### src/hw/rtl/vntc_pkg.sv
// Shared types and constants for the value-noise terrain classifier.
package vntc_pkg;

    // Lattice hash multipliers
    localparam logic [31:0] HASH_MUL_X = 32'd374761393;
    localparam logic [31:0] HASH_MUL_Y = 32'd668265263;
    localparam logic [31:0] HASH_MUL_M = 32'd1274126177;

    // Per-channel seed offsets
    localparam logic [31:0] SEED_OFS_MOIST  = 32'h0000_0011;
    localparam logic [31:0] SEED_OFS_DETAIL = 32'h0000_0022;

    // Cell size exponents
    localparam int unsigned SH_ELEV   = 3;
    localparam int unsigned SH_MOIST  = 4;
    localparam int unsigned SH_DETAIL = 2;

    // Register stages inside one noise channel
    localparam int unsigned CH_STAGES = 6;

    // Classification thresholds
    localparam logic signed [7:0] WATER_ELEV_MAX  = -8'sd45;
    localparam logic signed [7:0] WATER_MOIST_MAX = -8'sd20;
    localparam logic signed [7:0] ROCK_ELEV_MIN   = 8'sd55;
    localparam logic signed [7:0] DIRT_DETAIL_MAX = -8'sd55;
    localparam logic signed [7:0] DIRT_MOIST_MAX  = -8'sd25;
    localparam logic signed [7:0] DIRT_ELEV_MIN   = 8'sd10;

    typedef enum logic [1:0] {
        CLS_GRASS = 2'd0,
        CLS_DIRT  = 2'd1,
        CLS_WATER = 2'd2,
        CLS_ROCK  = 2'd3
    } terrain_t;

endpackage

### src/hw/rtl/vntc_channel.sv
// One bilinear hashed value-noise channel, six register stages.
module vntc_channel #(
    parameter int unsigned COORD_BITS = 10,
    parameter int unsigned SH         = 3
) (
    input  logic                                aclk,
    input  logic [vntc_pkg::CH_STAGES-1:0]      stage_en,
    input  logic [COORD_BITS-1:0]               tile_x,
    input  logic [COORD_BITS-1:0]               tile_y,
    input  logic [31:0]                         seed,
    output logic signed [7:0]                   noise
);

    typedef logic [SH-1:0] frac_t;

    // floor(a + (b - a) * f / 2^SH)
    function automatic logic signed [7:0] lerp(input logic signed [7:0] a,
                                               input logic signed [7:0] b,
                                               input frac_t f);
        logic signed [8:0]  d;
        logic signed [13:0] p;
        logic signed [13:0] q;
        logic signed [8:0]  r;
        d = 9'(b) - 9'(a);
        p = 14'(d) * $signed(14'({1'b0, f}));
        q = p >>> SH;
        r = 9'(a) + q[8:0];
        return r[7:0];
    endfunction

    // stage 1: coordinate products
    logic [31:0] cx32, cy32;
    logic [31:0] px_reg, py_reg;
    frac_t       fx1_reg, fy1_reg;

    assign cx32 = 32'(tile_x >> SH);
    assign cy32 = 32'(tile_y >> SH);

    always_ff @(posedge aclk) begin
        if (stage_en[0]) begin
            px_reg  <= cx32 * vntc_pkg::HASH_MUL_X;
            py_reg  <= cy32 * vntc_pkg::HASH_MUL_Y;
            fx1_reg <= tile_x[SH-1:0];
            fy1_reg <= tile_y[SH-1:0];
        end
    end

    // stage 2: neighbor cell offsets and seed
    logic [31:0] ax0_reg, ax1_reg, ay0_reg, ay1_reg;
    frac_t       fx2_reg, fy2_reg;

    always_ff @(posedge aclk) begin
        if (stage_en[1]) begin
            ax0_reg <= px_reg + seed;
            ax1_reg <= px_reg + vntc_pkg::HASH_MUL_X + seed;
            ay0_reg <= py_reg;
            ay1_reg <= py_reg + vntc_pkg::HASH_MUL_Y;
            fx2_reg <= fx1_reg;
            fy2_reg <= fy1_reg;
        end
    end

    // stage 3: hash sum and first xor-shift; corners a, b, c, d
    logic [31:0] h    [4];
    logic [31:0] g_reg[4];
    frac_t       fx3_reg, fy3_reg;

    assign h[0] = ax0_reg + ay0_reg;
    assign h[1] = ax1_reg + ay0_reg;
    assign h[2] = ax0_reg + ay1_reg;
    assign h[3] = ax1_reg + ay1_reg;

    always_ff @(posedge aclk) begin
        if (stage_en[2]) begin
            for (int i = 0; i < 4; i++) begin
                g_reg[i] <= h[i] ^ (h[i] >> 13);
            end
            fx3_reg <= fx2_reg;
            fy3_reg <= fy2_reg;
        end
    end

    // stage 4: final multiply; only the low 24 bits feed the corner byte
    logic [23:0]       m     [4];
    logic signed [7:0] cv_reg[4];
    frac_t             fx4_reg, fy4_reg;

    always_comb begin
        for (int i = 0; i < 4; i++) begin
            m[i] = g_reg[i][23:0] * vntc_pkg::HASH_MUL_M[23:0];
        end
    end

    always_ff @(posedge aclk) begin
        if (stage_en[3]) begin
            for (int i = 0; i < 4; i++) begin
                // low byte minus 128 is the byte with its top bit flipped
                cv_reg[i] <= $signed(m[i][7:0] ^ m[i][23:16] ^ 8'h80);
            end
            fx4_reg <= fx3_reg;
            fy4_reg <= fy3_reg;
        end
    end

    // stage 5: interpolate along x
    logic signed [7:0] top_reg, bot_reg;
    frac_t             fy5_reg;

    always_ff @(posedge aclk) begin
        if (stage_en[4]) begin
            top_reg <= lerp(cv_reg[0], cv_reg[1], fx4_reg);
            bot_reg <= lerp(cv_reg[2], cv_reg[3], fx4_reg);
            fy5_reg <= fy4_reg;
        end
    end

    // stage 6: interpolate along y
    logic signed [7:0] noise_reg;

    always_ff @(posedge aclk) begin
        if (stage_en[5]) begin
            noise_reg <= lerp(top_reg, bot_reg, fy5_reg);
        end
    end

    assign noise = noise_reg;

endmodule

### config.mk
export PLATFORM = sky130hd
export DESIGN_NAME = vntc_channel
export DESIGN_NICKNAME = d
export VERILOG_FILES = /design/src/hw/rtl/vntc_pkg.sv /design/src/hw/rtl/vntc_channel.sv
export SDC_FILE = /design/constraint.sdc
export NUM_CORES = 2
export LEC_CHECK = 0
export BUFFER_PORTS_ARGS = -buffer_cell sky130_fd_sc_hd__buf_4
export CAP_MARGIN = 20
export CORE_UTILIZATION = 40
export CTS_BUF_LIST = sky130_fd_sc_hd__clkbuf_8
export DETAILED_ROUTE_END_ITERATION = 10
export HOLD_SLACK_MARGIN = 0.15
export SLEW_MARGIN = 25
export SYNTH_ARGS = -nofsm -noshare
export SYNTH_HDL_FRONTEND = slang
export SYNTH_SLANG_ARGS = --single-unit
export TNS_END_PERCENT = 1
### constraint.sdc
create_clock -name aclk -period 8.21 [get_ports aclk]
set_input_delay 1.2315 -clock aclk [delete_from_list [all_inputs] [get_ports aclk]]
set_output_delay 1.2315 -clock aclk [all_outputs]
set_load 0.005 [all_outputs]
==> out/results.txt <==
For this run, the number of Yosys warnings is 0. The pin count of the biggest net entering global routing was 79; the post-CTS setup repair buffer count was 0. Headroom to the max-slew limit came out at 39.7%. The H-tree generated during clock tree synthesis spans 3 levels.

The quantity of hold-fixing buffers added after cts is 0, and the largest buffer count on any clock path is 3. At the pin with the least slew margin, the transition time is 0.904 ns. The start-to-end type of the worst setup path is register to register. The worst slack at placement was 2.04 ns.

The tree is rooted in a sky130_fd_sc_hd__clkbuf_8. Setup repair after global routing left no endpoint under its margin. The run gives 2 as the initial antenna violation count. Clock-pin slew was measured on the worst setup and hold paths at 0.07 ns.

Between clock sinks in the finished design, the worst skew comes to 0.0573 ns. The detail-routed net length per standard cell was 17.9 um; the number of flip-flops under the largest register name was 96. Synthesis produced a netlist with a net count of 6046. The count of buffers added on input and output ports is 66.

Count of endpoints failing setup in the final report: 0. Global routing consumed, over all layers together, 19.3% of the routing resources. The count of endpoints failing hold in the final timing report is 0, and the area used by sequential logic in the layout is 11100 um2. The die height was 350 um. Counting every sink on the clock net gives 371. Leaving out fill and tap cells, the most frequent cell in the layout is sky130_fd_sc_hd__inv_1. The final layout contains 6175 nets.

For this run, the slowest stage of the critical path takes 0.60 ns. Counting the buffers created by CTS gives 70. Counting flops with an async set or reset pin after synthesis yields a share of 0%.

In this run the worst hold path is classified as register to register. The global placement routability congestion came out at 0.999. The top-level port count is 67. In the final layout, the multi-input gates occupy 33700 um2.

In the layout the commonest cells are sky130_fd_sc_hd__inv_1, sky130_fd_sc_hd__ha_1, sky130_fd_sc_hd__fa_1. The via count of the first global-routing pass was 33.4k; the detailed placer's ending HPWL was 98.4 mm. TritonCTS built the clock tree. After filler insertion, the fill cell instance count of the layout stands at 11.7k. The synthesized area divided by synthesized cell count works out to 10.5 um2. The worst path uses 72.1% of the clock period. The first global-routing pass estimated 183 mm of wire. The width of the die is 350 um. Number of standard-cell rows in the floorplan: 127. The cell type contributing the most total cell area after synthesis was sky130_fd_sc_hd__edfxtp_1.

The detail route stage leaves a number of antenna-violating nets equal to 0. The number of gates resized after CTS was 0. After technology mapping, the gate count stands at 4618.

The count of distinct cell types in the synthesized netlist is 80, and the detailed-route wire length is 115 mm. Via density per instance: 4.92. The tools report the startpoint class of the critical path as a register. Once routing completed, OpenROAD measured the worst setup slack at 2.29 ns.

Counting flops with a built-in enable in the synthesized netlist gives 371. In the synthesized netlist the dominant register cell turns out to be sky130_fd_sc_hd__edfxtp_1. The die covers 123000 um2.

In the post-synthesis netlist, the biggest area contributors are sky130_fd_sc_hd__edfxtp_1, sky130_fd_sc_hd__ha_1, sky130_fd_sc_hd__fa_1. The maximum fanout encountered on the critical timing path was 8. Global route total overflow: 0. The post-synthesis register bit count is 371, and the clock period minus worst slack is 5.92 ns. The max-capacitance violation count was 0; the data arrival at the endpoint of the critical path was 6.30 ns. The DRC violation count after routing is 0, and the utilization after layout is 43.7%.

The run gives 51000 um2 as the cell area reported after detailed placement. The run finished with clean final reports. The initial standard-cell utilization of the core was 40.4%.

Walking the worst path, the cells encountered are inv_1 -> fa_1 -> fa_1 -> fa_1 -> inv_1 -> fa_1 -> fa_1 -> fa_1 -> ha_1 -> ha_1 -> or3_1 -> a211o_1 -> o211ai_1 -> o2111ai_1 -> a21oi_1 -> xnor2_1. For the worst setup path, the data required time is 8.59 ns. Overall via count from detail_route: 31.6k. The clock latency at the later pin of the worst-skew pair is 0.69 ns. The relative area change from synthesis to final layout is 8.10%.

Category of the worst setup path capture point: a register. The critical path contains buffers and inverters numbering 2 combined. The logs give 48500 um2 for the cell area after synthesis and 0 for the final number of max-transition violations. The finished cells cover 52400 um2. The core region is 120000 um2.

Summed over all failing endpoints, the final setup total negative slack is 0 ns. In this design, the largest share of critical-path delay is due to adder cells. Maximum clock frequency: 169 MHz. Share of layout cells above drive strength 1: 4.38%. After synthesis, the largest area contributor takes up 23.0% of total cell area.

The most numerous cell type found on the critical path is sky130_fd_sc_hd__fa_1. The number of DRC markers in iteration 0 is 1456, and the number of detailed-route iterations in the first pass is 5. The post-synthesis sequential area ratio is 23.0%. On the critical path, the stage with the largest delay is an instance of sky130_fd_sc_hd__edfxtp_1.
-- synthesized netlist by cell type, drive strengths merged, types with 39 or more instances --
library cell	number
xnor2	426
nor2b	53
edfxtp	371
fa	497
a21oi	225
ha	872
nor3	39
nor2	162
o21ai	116
and2	54
inv	974
xor2	125
nand2	120
o21bai	49
nand3	44
a21o	117
o21a	47
-- final timing paths --
| path | end | slack, ns | cells past startpoint | start |
|---|---|---|---|---|
| max | cv_reg[3][7]$_DFFE_PP_ | 2.29 | 16 | g_reg[3][6]$_DFFE_PP_ |
| min | fx4_reg[2]$_DFFE_PP_ | 0.41 | 0 | fx3_reg[2]$_DFFE_PP_ |
| max reg2reg | cv_reg[3][7]$_DFFE_PP_ | 2.29 | 16 | g_reg[3][6]$_DFFE_PP_ |
| min reg2reg | fx4_reg[2]$_DFFE_PP_ | 0.41 | 0 | fx3_reg[2]$_DFFE_PP_ |
-- metal layers --
layer  share of wire [%]  track usage, %  vias up
met3                 2.8            2.08      168
met1                  46            24.9    15300
met4                 3.7            6.83        0
met2                  48            33.5      439
met5                   0               0        -
li1                    -               -    15700
-- through the flow --
step	instances	hold WS (ns)
finish	6414	0.412
global route	6413	0.422
CTS	6412	0.420
detailed placement	6287	0.405
global placement	6287	0.404
floorplan	4618	0.400
-- cell families (layout without fill, tap and decap cells) --
group           after synthesis  after routing  synth area share (%)
compound gates              732            732                  10.0
xor+xnor                    554            554                  10.1
fa+ha+maj                  1369           1369                  43.0
buf+inv                     986           1168                  7.63
flops                       371            371                  23.0
other cells                   0              2                     0
simple gates                606            606                  6.28
-- final cells by class --
cell class                 count  share of cell area, %
antenna                        2                0.00954
clock buffer                  72                   1.89
clock inverter                53                  0.837
inverter                     974                   6.97
multi-input combinational   3261                   64.2
sequential                   371                   21.2
tap                         1612                   3.85
timing repair buffer          69                  0.995
Power is left out: the tool's default activity adds up to more than one toggle a clock period on the data nets, which glitch-free logic cannot reach.
